**config.mk**
```make
export PLATFORM = sky130hd
export DESIGN_NAME = cursor_line_edit_buffer
export DESIGN_NICKNAME = d
export VERILOG_FILES = /design/src/rtl/cleb_pkg.sv /design/src/rtl/cleb_front.sv /design/src/rtl/cleb_exec.sv /design/src/rtl/cursor_line_edit_buffer.sv
export SDC_FILE = /design/constraint.sdc
export NUM_CORES = 1
export LEC_CHECK = 0
export BUFFER_PORTS_ARGS = -buffer_cell sky130_fd_sc_hd__buf_4
export CAP_MARGIN = 20
export CORE_UTILIZATION = 55
export CTS_CLUSTER_DIAMETER = 40
export DETAILED_ROUTE_END_ITERATION = 8
export PLACE_DENSITY = 0.76
export SLEW_MARGIN = 20
export SYNTH_ARGS = -nofsm -noshare
export SYNTH_HDL_FRONTEND = slang
export SYNTH_HIERARCHICAL = 1
export SYNTH_SLANG_ARGS = --single-unit
```
**constraint.sdc**
```tcl
create_clock -name i_clk -period 4.8 [get_ports i_clk]
set_input_delay 0.48 -clock i_clk [delete_from_list [all_inputs] [get_ports i_clk]]
set_output_delay 0.48 -clock i_clk [all_outputs]
set_load 0.02 [all_outputs]
```
**src/rtl/cleb_pkg.sv**
```systemverilog
package cleb_pkg;

    localparam int CAPACITY_DEF = 64;
    localparam int CNT_W        = 7;
    localparam int CMDQ_DEPTH   = 2;
    localparam int CMDQ_PW      = $clog2(CMDQ_DEPTH);

    localparam logic [2:0] OP_INSERT = 3'd0;
    localparam logic [2:0] OP_LEFT   = 3'd1;
    localparam logic [2:0] OP_RIGHT  = 3'd2;
    localparam logic [2:0] OP_BKSP   = 3'd3;
    localparam logic [2:0] OP_DUMP   = 3'd4;

    localparam logic [1:0] ST_DONE  = 2'd0;
    localparam logic [1:0] ST_NOEFF = 2'd1;
    localparam logic [1:0] ST_FULL  = 2'd2;

    typedef enum logic [2:0] {
        K_INSERT,
        K_LEFT,
        K_RIGHT,
        K_BKSP,
        K_DUMP,
        K_BAD
    } t_kind;

    typedef struct packed {
        logic [2:0] operation;
        logic [7:0] char_in;
    } t_in_item;

    typedef struct packed {
        logic [7:0]       char_out;
        logic             is_last;
        logic [1:0]       status;
        logic [CNT_W-1:0] cursor_pos;
        logic [CNT_W-1:0] text_length;
    } t_out_item;

    typedef struct packed {
        t_kind      kind;
        logic [7:0] ch;
    } t_cmd;

endpackage

```
**src/rtl/cleb_front.sv**
```systemverilog
module cleb_front (
    input  logic               i_clk,
    input  logic               i_rst_n,
    input  logic               push,
    output logic               full,
    input  cleb_pkg::t_in_item i_in_item,
    output logic               o_cmd_valid,
    output cleb_pkg::t_cmd     o_cmd,
    input  logic               i_cmd_take
);

    cleb_pkg::t_cmd                  r_q [cleb_pkg::CMDQ_DEPTH];
    logic [cleb_pkg::CMDQ_PW-1:0]    r_wr_ptr;
    logic [cleb_pkg::CMDQ_PW-1:0]    r_rd_ptr;
    logic [cleb_pkg::CMDQ_PW:0]      r_count;
    logic [cleb_pkg::CMDQ_PW:0]      n_count;
    cleb_pkg::t_cmd                  dec_cmd;
    logic                            push_ok;
    logic                            take_ok;

    always_comb begin
        dec_cmd.ch = i_in_item.char_in;
        unique case (i_in_item.operation)
            cleb_pkg::OP_INSERT: dec_cmd.kind = cleb_pkg::K_INSERT;
            cleb_pkg::OP_LEFT:   dec_cmd.kind = cleb_pkg::K_LEFT;
            cleb_pkg::OP_RIGHT:  dec_cmd.kind = cleb_pkg::K_RIGHT;
            cleb_pkg::OP_BKSP:   dec_cmd.kind = cleb_pkg::K_BKSP;
            cleb_pkg::OP_DUMP:   dec_cmd.kind = cleb_pkg::K_DUMP;
            default:             dec_cmd.kind = cleb_pkg::K_BAD;
        endcase
    end

    assign full        = (r_count == (cleb_pkg::CMDQ_PW+1)'(cleb_pkg::CMDQ_DEPTH));
    assign o_cmd_valid = (r_count != '0);
    assign o_cmd       = r_q[r_rd_ptr];
    assign push_ok     = push && !full;
    assign take_ok     = i_cmd_take && o_cmd_valid;

    always_comb begin
        n_count = r_count;
        if (push_ok && !take_ok) begin
            n_count = r_count + 1'b1;
        end else if (!push_ok && take_ok) begin
            n_count = r_count - 1'b1;
        end
    end

    always_ff @(posedge i_clk) begin
        if (!i_rst_n) begin
            r_wr_ptr <= '0;
            r_rd_ptr <= '0;
            r_count  <= '0;
        end else begin
            r_count <= n_count;
            if (push_ok) begin
                r_wr_ptr <= r_wr_ptr + 1'b1;
            end
            if (take_ok) begin
                r_rd_ptr <= r_rd_ptr + 1'b1;
            end
        end
    end

    always_ff @(posedge i_clk) begin
        if (push_ok) begin
            r_q[r_wr_ptr] <= dec_cmd;
        end
    end

endmodule

```
**src/rtl/cleb_exec.sv**
```systemverilog
module cleb_exec #(
    parameter int CAPACITY = cleb_pkg::CAPACITY_DEF
) (
    input  logic                i_clk,
    input  logic                i_rst_n,
    input  logic                i_cmd_valid,
    input  cleb_pkg::t_cmd      i_cmd,
    output logic                o_cmd_take,
    output logic                empty,
    input  logic                pop,
    output cleb_pkg::t_out_item o_out_item
);

    localparam int AW = (CAPACITY > 1) ? $clog2(CAPACITY) : 1;
    localparam int CW = cleb_pkg::CNT_W;
    localparam logic [CW-1:0] CAP_C = CW'(CAPACITY);

    typedef enum logic [3:0] {
        S_IDLE   = 4'b0001,
        S_MOVE_L = 4'b0010,
        S_MOVE_R = 4'b0100,
        S_DUMP   = 4'b1000
    } t_state;

    t_state              r_state, n_state;
    logic [CW-1:0]       r_left, n_left;
    logic [CW-1:0]       r_right, n_right;
    logic [CW-1:0]       r_k, n_k;
    logic [7:0]          r_mem [CAPACITY];
    logic [7:0]          r_rd_data;
    logic                r_out_valid;
    cleb_pkg::t_out_item r_out;

    logic                out_free;
    logic [CW-1:0]       total;
    logic                we, re, emit;
    logic [CW-1:0]       wa_full, ra_full;
    logic [7:0]          wdata;
    cleb_pkg::t_out_item e_item;

    function automatic logic [CW-1:0] dump_addr(input logic [CW-1:0] k,
                                                input logic [CW-1:0] left,
                                                input logic [CW-1:0] right);
        logic [CW-1:0] a;
        if (k < left) begin
            a = k;
        end else begin
            a = k - left - right + CAP_C;
        end
        return a;
    endfunction

    assign out_free   = !r_out_valid || pop;
    assign total      = r_left + r_right;
    assign empty      = !r_out_valid;
    assign o_out_item = r_out;

    always_comb begin
        n_state    = r_state;
        n_left     = r_left;
        n_right    = r_right;
        n_k        = r_k;
        o_cmd_take = 1'b0;
        we         = 1'b0;
        re         = 1'b0;
        wa_full    = r_left;
        ra_full    = r_k;
        wdata      = r_rd_data;
        emit       = 1'b0;
        e_item     = '0;
        e_item.is_last = 1'b1;
        e_item.status  = cleb_pkg::ST_DONE;

        unique case (r_state)
            S_IDLE: begin
                if (i_cmd_valid && out_free) begin
                    o_cmd_take = 1'b1;
                    emit       = 1'b1;
                    case (i_cmd.kind)
                        cleb_pkg::K_INSERT: begin
                            if ({1'b0, total} < (CW+1)'(CAPACITY)) begin
                                we      = 1'b1;
                                wa_full = r_left;
                                wdata   = i_cmd.ch;
                                n_left  = r_left + 1'b1;
                            end else begin
                                e_item.status = cleb_pkg::ST_FULL;
                            end
                        end
                        cleb_pkg::K_LEFT: begin
                            if (r_left != '0) begin
                                emit    = 1'b0;
                                re      = 1'b1;
                                ra_full = r_left - 1'b1;
                                n_state = S_MOVE_L;
                            end else begin
                                e_item.status = cleb_pkg::ST_NOEFF;
                            end
                        end
                        cleb_pkg::K_RIGHT: begin
                            if (r_right != '0) begin
                                emit    = 1'b0;
                                re      = 1'b1;
                                ra_full = CAP_C - r_right;
                                n_state = S_MOVE_R;
                            end else begin
                                e_item.status = cleb_pkg::ST_NOEFF;
                            end
                        end
                        cleb_pkg::K_BKSP: begin
                            if (r_left != '0) begin
                                n_left = r_left - 1'b1;
                            end else begin
                                e_item.status = cleb_pkg::ST_NOEFF;
                            end
                        end
                        cleb_pkg::K_DUMP: begin
                            if (total != '0) begin
                                emit    = 1'b0;
                                re      = 1'b1;
                                n_k     = '0;
                                ra_full = dump_addr('0, r_left, r_right);
                                n_state = S_DUMP;
                            end else begin
                                e_item.status = cleb_pkg::ST_NOEFF;
                            end
                        end
                        default: begin
                            e_item.status = cleb_pkg::ST_NOEFF;
                        end
                    endcase
                end
            end
            S_MOVE_L: begin
                if (out_free) begin
                    we      = 1'b1;
                    wa_full = CAP_C - 1'b1 - r_right;
                    n_left  = r_left - 1'b1;
                    n_right = r_right + 1'b1;
                    emit    = 1'b1;
                    n_state = S_IDLE;
                end
            end
            S_MOVE_R: begin
                if (out_free) begin
                    we      = 1'b1;
                    wa_full = r_left;
                    n_left  = r_left + 1'b1;
                    n_right = r_right - 1'b1;
                    emit    = 1'b1;
                    n_state = S_IDLE;
                end
            end
            S_DUMP: begin
                if (out_free) begin
                    emit            = 1'b1;
                    e_item.char_out = r_rd_data;
                    e_item.is_last  = ((r_k + 1'b1) == total);
                    if ((r_k + 1'b1) == total) begin
                        n_state = S_IDLE;
                    end else begin
                        n_k     = r_k + 1'b1;
                        re      = 1'b1;
                        ra_full = dump_addr(r_k + 1'b1, r_left, r_right);
                    end
                end
            end
            default: begin
                n_state = S_IDLE;
            end
        endcase

        e_item.cursor_pos  = n_left;
        e_item.text_length = n_left + n_right;
    end

    always_ff @(posedge i_clk) begin
        if (!i_rst_n) begin
            r_state     <= S_IDLE;
            r_left      <= '0;
            r_right     <= '0;
            r_k         <= '0;
            r_out_valid <= 1'b0;
        end else begin
            r_state <= n_state;
            r_left  <= n_left;
            r_right <= n_right;
            r_k     <= n_k;
            if (emit) begin
                r_out_valid <= 1'b1;
            end else if (pop) begin
                r_out_valid <= 1'b0;
            end
        end
    end

    always_ff @(posedge i_clk) begin
        if (emit) begin
            r_out <= e_item;
        end
    end

    always_ff @(posedge i_clk) begin
        if (we) begin
            r_mem[wa_full[AW-1:0]] <= wdata;
        end
        if (re) begin
            r_rd_data <= r_mem[ra_full[AW-1:0]];
        end
    end

endmodule

```
**src/rtl/cursor_line_edit_buffer.sv**
```systemverilog
// Gap-buffer line editor. Commands enter through a two-entry command queue
// and results leave through a single result register, so commands can be
// queued while a result waits. Insert, backspace, boundary no-ops and invalid
// codes complete in the idle state. Cursor left and right pass through a move
// state: the text store has one read and one write port with a registered
// read, so the moved character is read in the idle state and written to the
// other stack in the move state. A dump starts the first read in the idle
// state and then gives one character per cycle while pop keeps up. The store
// needs no clearing after reset; only written entries are ever read.
module cursor_line_edit_buffer #(
    parameter int CAPACITY = cleb_pkg::CAPACITY_DEF
) (
    input  logic                i_clk,
    input  logic                i_rst_n,
    input  logic                push,
    output logic                full,
    input  cleb_pkg::t_in_item  i_in_item,
    output logic                empty,
    input  logic                pop,
    output cleb_pkg::t_out_item o_out_item
);

    localparam logic [cleb_pkg::CNT_W-1:0] CAP_C = cleb_pkg::CNT_W'(CAPACITY);

    logic           cmd_valid;
    logic           cmd_take;
    cleb_pkg::t_cmd cmd;

    cleb_front u_front (
        .i_clk       (i_clk),
        .i_rst_n     (i_rst_n),
        .push        (push),
        .full        (full),
        .i_in_item   (i_in_item),
        .o_cmd_valid (cmd_valid),
        .o_cmd       (cmd),
        .i_cmd_take  (cmd_take)
    );

    cleb_exec #(
        .CAPACITY (CAPACITY)
    ) u_exec (
        .i_clk       (i_clk),
        .i_rst_n     (i_rst_n),
        .i_cmd_valid (cmd_valid),
        .i_cmd       (cmd),
        .o_cmd_take  (cmd_take),
        .empty       (empty),
        .pop         (pop),
        .o_out_item  (o_out_item)
    );

    a_cursor_in_text: assert property (@(posedge i_clk) disable iff (!i_rst_n)
        !empty |-> (o_out_item.cursor_pos <= o_out_item.text_length))
        else $error("cursor beyond text length");

    a_len_in_cap: assert property (@(posedge i_clk) disable iff (!i_rst_n)
        !empty |-> (o_out_item.text_length <= CAP_C))
        else $error("text length above capacity");

    a_full_only_at_cap: assert property (@(posedge i_clk) disable iff (!i_rst_n)
        (!empty && o_out_item.status == cleb_pkg::ST_FULL)
            |-> (o_out_item.text_length == CAP_C))
        else $error("full status below capacity");

    a_reset_clears: assert property (@(posedge i_clk)
        !i_rst_n |=> (empty && !full))
        else $error("queues not empty after reset");

endmodule
```
Yosys cells after proc, flatten, opt, wreduce, memory -nomap -nowiden
Memory sizes are Yosys's and may differ from the RTL's. A register that Yosys moved wholly into a read port is not among the register bits.
Index checks and enable logic that the tools add are counted.

storage, ports and cells
  bits in latches = 0
  ROM bits = 0
  memories = 2
  output and inout bits = 27
  word-level logic and storage cells = 166
  register bits after elaboration = 55
  memory bits (writable) = 534

operators by class
  muxes and demuxes = 78
  shift operators = 0
  multipliers = 0
  reductions and logical operators = 26
  divide/modulo/power cells = 0
  magnitude comparators = 3
  bitwise gates (word level) = 0
  $add $sub $neg = 19
  equality and inequality tests = 25

memory list
  memory        words  bits a word  rd ports  clocked after Yosys merged registers in  wr ports  RTL line          RTL
  u_exec.r_mem  64     8            1         1                                        1         cleb_exec.sv:29   logic [7:0] r_mem [CAPACITY];
  u_front.r_q   2      11           1         1                                        1         cleb_front.sv:12  cleb_pkg::t_cmd r_q [cleb_pkg::CMDQ_DEPTH];

operators by type and width
  operator             number
  $mux 7               12
  $mux 6               10
  $pmux 7 s2           3
  $mux 8               4
  $mux 4               7
  $mux 1               27
  $pmux 4 s3           2
  $add 7x1->7 const B  3
  $pmux 7 s3           1
  $reduce_bool 7->1    3
  $pmux 6 s3           1
  $sub 6x6->6          3
  $pmux 3 s5           1
  $add 7x7->7          2
  $sub 7x1->7 const B  2
  $add 6x1->6 const B  2
  $eq 3x2->1 const B   4
  $pmux 6 s2           1
  $sub 1x6->6 const A  2
  $ne 2x1->1 const B   5
  $ne 3x2->1 const B   3
  $pmux 2 s4           1
  $reduce_and 8->1     1
  $reduce_bool 2->1    4
  28 further kinds     47

Depth between registers and ports, before layout
Gate-level depths: netlist of run 1.

  depth after elaboration = 9
  gate-level depth with buffers = 22

Modules after synthesis
Netlist of run 1, hierarchy kept.

by module, submodules not included
  module      area an instance (um^2)  cells an instance  instances
  cleb_exec   25997.4                  2120               1
  cleb_front  1037.2                   63                 1

Worst setup path before layout of run 1
No wires, ideal clock.

  kind = reg-to-reg
  start = reg u_exec.r_left[3]
  end = reg u_exec.r_out, in the netlist u_exec/o_out_item[6], data pin
  cell stages (with the launch flop) = 23
  setup time = 0.271 ns
  buffers on the path = 2
  data arrival time = 4.194 ns
  required time = 4.529 ns
  setup slack = 0.335 ns
  cell sequence = dfxtp_1 clkbuf_1 inv_1 ha_1 clkbuf_1 o21a_1 a21o_1 a21oi_2 xor2_1 nor3_1 a31oi_1 or3_1 a22oi_1 o21ai_0 ha_1 fa_1 a21oi_1 nor2_1 nor2_1 o21bai_1 a21oi_1 xnor2_1 xnor2_1

RTL lines
  element                 RTL line          RTL
  from (decl)             cleb_exec.sv:26   logic [CW-1:0] r_left, n_left;
  from (signal assigned)  cleb_exec.sv:186  r_left <= n_left;
  to (signal assigned)    cleb_exec.sv:199  r_out <= e_item;
  to (decl)               cleb_exec.sv:32   cleb_pkg::t_out_item r_out;

Worst setup path after layout of run 1
  start = reg u_exec.r_right[0]
  end = reg u_exec.r_rd_data[5], read port of u_exec.r_mem, data pin

between the ends
  word-level cells in the longest chain between the ends = 7
  elaborated cells between the ends (all ways) = 25
  those cells by class = add/sub: 6; eq/ne: 1; mux: 16; reduce/logical: 2

RTL lines
  element                 RTL line          RTL
  from (decl)             cleb_exec.sv:27   logic [CW-1:0] r_right, n_right;
  from (signal assigned)  cleb_exec.sv:187  r_right <= n_right;
  $sub 6x6->6             cleb_exec.sv:48   a = k - left - right + CAP_C;
  $add 6x1->6             cleb_exec.sv:48
  $mux 6                  cleb_exec.sv:45   if (k < left) begin
  $mux 6                  cleb_exec.sv:118  if (total != '0) begin
  $pmux 6 s3              cleb_exec.sv:79   case (i_cmd.kind)
  $mux 6                  cleb_exec.sv:76   if (i_cmd_valid && out_free) begin
  $pmux 6 s2              cleb_exec.sv:74   unique case (r_state)
  to (decl)               cleb_exec.sv:30   logic [7:0] r_rd_data;

Several ways; a longest one is shown, not always the timed one.
A chain may end at the register's enable or synchronous reset.

==> run_results.csv, run 1 <==
group,metric,value,unit
pwr,power.share.switching,0.339,
timing,setup_ws,-0.0152,ns
logic_synthesis,syn_area_per_cell,12.4,µm²
logic_synthesis,ys_seq_area_frac,0.653,
clocking,clockBufferDepth,3,
worst_hold_path,worstHoldStart,"i_in_item[5]",
logic_synthesis,ys_top_cells_by_area,"edfxtp_1 63%, nand3_1 4.3%, a21oi_1 2.9%, nand2_1 2.8%, o21ai_0 2.5%",
logic_synthesis,yosysWarningCount,6,
clocking,clockRootBuffer,"clkbuf_16",
pwr,totalPowerFinal,0.0176,W
pwr,p_leak,11.4,nW
logic_synthesis,synth-edff-count,567,
floorplan,core,0.0481,mm²
pwr,pwr-share-comb,0.290,
floorplan,pin_count,42,
placed_design,routabilityCongestion,0.992,
final_layout,stdcell_count,3086,
final_layout,drive_above_1_share,0.212,
final_layout,finish.utilization,0.687,
clocking,cts.reportedPaths.clkPinSlew,0.06,ns
setup_path,cp_cell_sequence,"ha_4 > fa_2 > a211o_1 > and2_4 > or3_4 > a211o_4 > o31a_4 > clkinv_4 > o211ai_4 > buf_12 > buf_4 > clkbuf_16 > nand3_2 > a21oi_2 > o41ai_2 > nand4_1 > a2111o_1",
floorplan,floorplan.initialDensity,0.562,
timing,finalSetupViolations,1,
placed_design,port_buffers,41,
timing,period_share,1.00,
logic_synthesis,async_flop_share,0,
setup_path,path_buf_inv,4,
floorplan,std_cell_rows,80,
pwr,p_per_area,531,mW/mm²
run_status,outcome,"finished with violations",
routing,drcViolationCount,0,
timing,slew_headroom,0.297,
timing,fin_crit,4.82,ns
timing,slew_violations,0,
routing,avgRoutedWirePerCell,26.9,µm
run,drv_cap,0,
timing,timing.fmax,208,MHz
placed_design,placed_cell_area,0.0290,mm²
pwr,p_switching,0.00595,W
timing,tightestPinTransition,1.05,ns
clocking,hold_buffers,0,
floorplan,dieArea,0.0500,mm²
pwr,p_seq_frac,0.357,
setup_path,crit_type,"reg2reg",
global_routing,grt_pass1_vias,19300,
logic_synthesis,synth_flop_cell,"edfxtp_1",
routing,vias,20600,
pwr,vdd_drop_max,0.530,mV
clocking,cts_sinks,598,
worst_hold_path,hold_path.class,"in2reg",
global_routing,grt_overflow,0,
routing,postRouteAntennaNets,0,
routing,first_pass_iters,6,
logic_synthesis,yosys.area.top_type,"edfxtp_1",
setup_path,slowest_delay,0.47,ns
setup_path,cp_top_family,"compound AO/OA/AOI/OAI gates",
setup_path,end_kind,"flop",
timing,skew,0.0405,ns
floorplan,die_w,224,µm
routing,drt_iter0_markers,2802,
clocking,cts_tree,"done",
clocking,numCtsBuffers,81,
final_layout,final_nets,2421,
final_layout,num_antenna_cells,0,
global_routing,grt_pass1_wl,118000,µm
global_routing,grt_use_total,0.314,
setup_path,critPathLaunch,"u_exec/r_right[0]",
logic_synthesis,synth_fp_nets,2241,
final_layout,design_area,0.0331,mm²
clocking,htreeDepth,3,
run_status,violations,"setup timing",
setup_path,worst_ep_required_time,5.18,ns
setup_path,r2r_start,"u_exec/r_right[0]",
timing,rsz0062_at_grt,"true",
logic_synthesis,yosys.area.top_type_share,0.630,
logic_synthesis,netlist_instances,2183,
setup_path,cpMaxStageDelayCell,"o41ai_2",
timing,fin_tns_setup,-0.0152,ns
clocking,clock_latency,0.64,ns
logic_synthesis,synth.ff_latch_count,598,
global_routing,antenna_found_initial,0,
pwr,p_int,0.0116,W
placed_design,dpl.cell_count,2893,
setup_path,cp_max_fo,11,
pwr,p_clk_frac,0.353,
routing,vias_per_cell,6.66,
placed_design,dp_hpwl,48000,µm
final_layout,area_delta_synth_final,22.3,%
setup_path,cp.arrival,5.20,ns
logic_synthesis,ys_types,89,
floorplan,die_h,224,µm
setup_path,setup.worst_path.start_class,"flop",
routing,wl,83000,µm
logic_synthesis,syn-cell-area,0.0270,mm²
timing,hold_violations,0,
global_routing,grt_max_degree,67,
[cells in the final DEF, fill, tap and decap left out, types with 8 or more instances in the layout]
cell type   Yosys  final
edfxtp_1      567    567
nand3_1       230    219
nand2_1       203    201
buf_4           2    199
a21oi_1       158    146
o21ai_0       135    128
nor2_1        106    104
clkbuf_16       0     95
o21ai_1        58     61
and3_1         40     40
inv_1          35     34
ha_1           35     32
xnor2_1        32     30
dfxtp_1        31     28
buf_12          0     27
mux2i_1        27     27
o41ai_2         0     22
nand4_1        20     20
mux2_2         20     20
o211ai_1       17     17
a32o_1         17     17
nor3_1         16     16
and2_1         18     16
a311oi_1       16     16
a31oi_1        15     15
o41ai_1        38     15
a21o_1         13     13
clkinv_1        0     12
xor2_1         16     12
a21oi_2         2     11
inv_6           0     10
bufinv_16       0     10
clkinvlp_4      0     10
nor2b_1        10     10
a32oi_1        10     10
a2111o_1        9      9
nand3_2         1      8
[worst paths after layout]
path	end	slack, ns	cells after the start
worst min register to register	u_exec/r_k[6]	0.52	2
worst max-delay path	u_exec/r_rd_data[5]	-0.02	17
worst max register to register	u_exec/r_rd_data[5]	-0.02	17
worst min-delay path	u_front/r_q[0][5]	0.03	1
[metrics by stage]
step,hold WS (ns),setup WS (ns)
6_report,0.0316,-0.0152
3_5_place_dp,0.504,-0.172
5_1_grt,0.0172,-0.0567
2_1_floorplan,0.466,0.335
4_1_cts,0.0109,0.00170
3_3_place_gp,0.487,-0.0850
[synth_stat cells (5+ instances only)]
cell type  instances
a2111o_1           9
a21boi_0           6
a21o_1            13
a21oi_1          158
a311oi_1          16
a31oi_1           15
a32o_1            17
a32oi_1           10
and2_1            18
and3_1            40
buf_1             17
buf_2             51
buf_6             10
clkbuf_1          69
dfxtp_1           31
edfxtp_1         567
fa_1               8
ha_1              35
inv_1             35
mux2_2            20
mux2i_1           27
nand2_1          203
nand2b_1           7
nand3_1          230
nand4_1           20
nor2_1           106
nor2b_1           10
nor3_1            16
nor4b_1            5
o211ai_1          17
o21a_1             6
o21ai_0          135
o21ai_1           58
o221ai_1           5
o41ai_1           38
or3_1              9
xnor2_1           32
xor2_1            16
[metal layers]
metal  vias up  global-route usage  part of all wire  wire length [µm]
met2      1562               0.502              0.47             39300
met1      9957               0.415              0.37             30400
li1       8744                   -                 -                 -
met3       295              0.0681              0.12              9570
met4         0               0.137             0.045              3700
met5         -                   0                 0                 0
[cell families (layout without fill, tap and decap cells)]
group / count (synthesis) / in the layout / share of synthesized area
simple gates: 693 / 693 / 0.123
flops: 598 / 598 / 0.653
compound gates: 561 / 561 / 0.132
buf+inv: 186 / 433 / 0.0315
xor+xnor: 51 / 51 / 0.0181
mux: 48 / 48 / 0.0187
fa+ha+maj: 46 / 46 / 0.0232
[registers in the layout, summed over array words and instances, names as in the netlist, named ones only]
name / flops
u_exec/r_right: 7
u_exec/r_rd_data: 8
u_front/r_rd_ptr: 1
u_front/r_count: 2
u_front/r_wr_ptr: 1
u_exec/r_mem: 512
u_exec/r_k: 7
u_exec/r_left: 7
u_exec/o_out_item: 25
u_exec/r_state: 4
u_front/r_q: 22
u_exec/r_out_valid: 1
[power groups by stage]
| stage | clock network [W] | registers, W | logic, W |
|---|---|---|---|
| 6_report | 0.00620 | 0.00627 | 0.00509 |
| 5_1_grt | 0.00644 | 0.00629 | 0.00530 |
| 4_1_cts | 0.00622 | 0.00627 | 0.00459 |
| 3_5_place_dp | 0 | 0.00637 | 0.00450 |
| 3_3_place_gp | 0 | 0.00637 | 0.00448 |
| 2_1_floorplan | 0 | 0.00649 | 0.00264 |
[what timing repair did]
action                     CTS  global route
gates resized for setup     16            99
gates cloned                 1            14
setup endpoints to repair    7             9
setup buffers                0            28
pin swaps                    2            29
hold endpoints to repair     0             0
[area by class of cell]
cell class | instances | area [µm²]
clock inverters | 61 | 748
multi-input cells | 1399 | 9150
fillers | 3233 | 15100
clock buffers | 89 | 2080
flip-flops and latches | 598 | 17700
well taps | 656 | 821
repair buffers | 247 | 2470
inverters | 36 | 140
(Power assumes the default switching activity.)
==> inputs of run 2 (changes only) <==
--- a/config.mk
+++ b/config.mk
@@ -10,7 +10,8 @@
 export CORE_UTILIZATION = 55
 export CTS_CLUSTER_DIAMETER = 40
 export DETAILED_ROUTE_END_ITERATION = 8
-export PLACE_DENSITY = 0.76
+export MAX_ROUTING_LAYER = met4
+export PLACE_DENSITY = 0.73
 export SLEW_MARGIN = 20
 export SYNTH_ARGS = -nofsm -noshare
 export SYNTH_HDL_FRONTEND = slang
==> constraint.sdc (replaced) <==
create_clock -name i_clk -period 6.09 [get_ports i_clk]
set_input_delay 0.609 -clock i_clk [delete_from_list [all_inputs] [get_ports i_clk]]
set_output_delay 0.609 -clock i_clk [all_outputs]
set_load 0.02 [all_outputs]
==> run 2 against run 1 <==
The flow now finishes without violations. Sequential share of layout area rose by 2.6 points. First-iteration DRC count shrank 0.54%. Count of clock-buffer cells in the layout up 7. Global-route usage increased by 0.88 points. Critical path depth grew 1.
==> run_results.csv, run 2 (same netlist as run 1, synthesis figures left out) <==
group,metric,value,unit
global_routing,antenna_found_initial,0,
setup_path,r2r_slack,0.29,ns
clocking,cts.reportedPaths.clkPinSlew,0.06,ns
placed_design,routabilityCongestion,0.974,
final_layout,design_area,0.0315,mm²
timing,hold_violations,0,
global_routing,grt_overflow,0,
timing,period_share,0.952,
setup_path,r2r_cells,18,
floorplan,floorplan.initialDensity,0.562,
final_layout,regArea,0.0176,mm²
routing,vias_per_cell,6.55,
final_layout,final_common_cell,"edfxtp_1",
final_layout,drive_above_1_share,0.160,
routing,postRouteAntennaNets,0,
worst_hold_path,worstHoldStart,"i_in_item[2]",
clocking,clockBufferDepth,3,
clocking,postCtsSetupRepairBufs,0,
setup_path,r2r_start,"u_exec/r_k[0]",
run,drv_cap,0,
timing,slew_violations,0,
timing,skew,0.0642,ns
floorplan,die_h,224,µm
setup_path,worst_ep_required_time,6.48,ns
routing,vias,19800,
setup_path,setup.worst_path.start_class,"flop",
pwr,p_leak,10.7,nW
floorplan,core,0.0481,mm²
pwr,vdd_drop_max,0.370,mV
clocking,cts.repair.resized,0,
clocking,clockRootBuffer,"clkbuf_16",
routing,drt_iter0_markers,2787,
final_layout,final_nets,2356,
final_layout,fillers,3455,
timing,timing.fmax,172,MHz
placed_design,dp_hpwl,48500,µm
worst_hold_path,min_path_cells,1,
final_layout,largest_register_ffs,512,
timing,tightestPinTransition,1.22,ns
floorplan,std_cell_rows,80,
floorplan,die_w,224,µm
clocking,htreeDepth,3,
global_routing,grt_pass1_wl,117000,µm
global_routing,grt_use_total,0.323,
clocking,numCtsBuffers,84,
routing,wl,78000,µm
clocking,clock_latency,0.65,ns
final_layout,multi_input_area,0.00860,mm²
timing,fin_tns_setup,0,ns
timing,finalSetupViolations,0,
routing,avgRoutedWirePerCell,25.8,µm
floorplan,pin_count,42,
global_routing,grt_pass1_vias,19000,
timing,rsz0062_at_grt,"false",
routing,drcViolationCount,0,
placed_design,placed_cell_area,0.0287,mm²
clocking,cts_sinks,598,
final_layout,area_delta_synth_final,16.6,%
setup_path,cp_max_fo,31,
clocking,hold_buffers,0,
run_status,outcome,"finished, final reports clean",
final_layout,layout_common_cells,"567 x edfxtp_1, 230 x nand3_1, 202 x nand2_1, 165 x buf_4, 158 x a21oi_1",
timing,fin_crit,5.80,ns
worst_hold_path,hold_path.class,"in2reg",
setup_path,crit_type,"reg2reg",
pwr,p_per_area,416,mW/mm²
clocking,cts_tree,"done",
floorplan,dieArea,0.0500,mm²
setup_path,worstReg2RegEnd,"u_exec/r_rd_data[1]",
setup_path,cp.arrival,6.19,ns
global_routing,grt_max_degree,125,
setup_path,end_kind,"flop",
worst_hold_path,whs_endpoint,"u_front/r_q[1][2]",
final_layout,num_antenna_cells,0,
timing,slew_headroom,0.189,
placed_design,port_buffers,41,
routing,first_pass_iters,8,
run 2: power breakdown:
group          switching [W]  internal [W]
registers          0.0000979       0.00486
clock network        0.00195       0.00277
logic                0.00247      0.000969
run 2: worst max-delay path, cell delays in order, from the launching register on:
cell	delay (ns)
dfxtp_1	0.64
ha_1	0.33
nand3_1	0.11
xor2_1	0.31
inv_1	0.16
ha_1	0.32
a21o_1	0.18
a21o_1	0.19
o21ai_0	0.25
nand2_1	0.17
o211ai_1	0.30
o221ai_1	0.42
nand3_1	0.28
buf_12	0.23
a21oi_1	0.08
o41ai_1	0.75
buf_4	0.23
nand4_1	0.24
a2111o_1	0.37
run 2: how the worst max path moves through the flow:
stage,depth (start not counted),to,slack (ns),start
after floorplan,22,u_exec/o_out_item[6],1.62,u_exec/r_left[3]
after global routing,18,u_exec/r_rd_data[1],0.02,u_exec/r_k[0]
final,18,u_exec/r_rd_data[1],0.29,u_exec/r_k[0]
after detailed placement,18,u_exec/r_rd_data[2],0.40,u_exec/r_k[0]
after CTS,18,u_exec/r_rd_data[2],0.39,u_exec/r_k[0]
after global placement,18,u_exec/r_rd_data[2],0.40,u_exec/r_k[0]
run 2: metal layers:
metal / wire (µm) / vias to the layer above / share of wire / global-route usage
met4: 3550 / 0 / 0.045 / 0.136
met2: 36300 / 1343 / 0.46 / 0.482
met5: 0 / - / 0 / -
met1: 29600 / 9617 / 0.38 / 0.432
met3: 8570 / 248 / 0.11 / 0.0670
li1: - / 8605 / - / -
run 2: final cells by class:
cell class | instances | area share
clock buffer | 96 | 0.0691
clock inverter | 60 | 0.0193
inverter | 36 | 0.00445
multi-input combinational | 1399 | 0.273
sequential | 598 | 0.560
tap | 656 | 0.0260
timing repair buffer | 179 | 0.0482
run 2: metrics by stage:
step / std cells / worst slack (ns) / hold slack (ns) / utilization / power [W]
final: 3024 / 0.292 / 0.163 / 0.655 / 0.0131
after global routing: 3024 / 0.0224 / 0.142 / 0.655 / 0.0135
after CTS: 3024 / 0.392 / 0.144 / 0.654 / 0.0131
after detailed placement: 2868 / 0.400 / 0.508 / 0.596 / 0.00837
after global placement: 2867 / 0.403 / 0.478 / 0.596 / 0.00833
after floorplan: 2183 / 1.62 / 0.466 / - / 0.00719
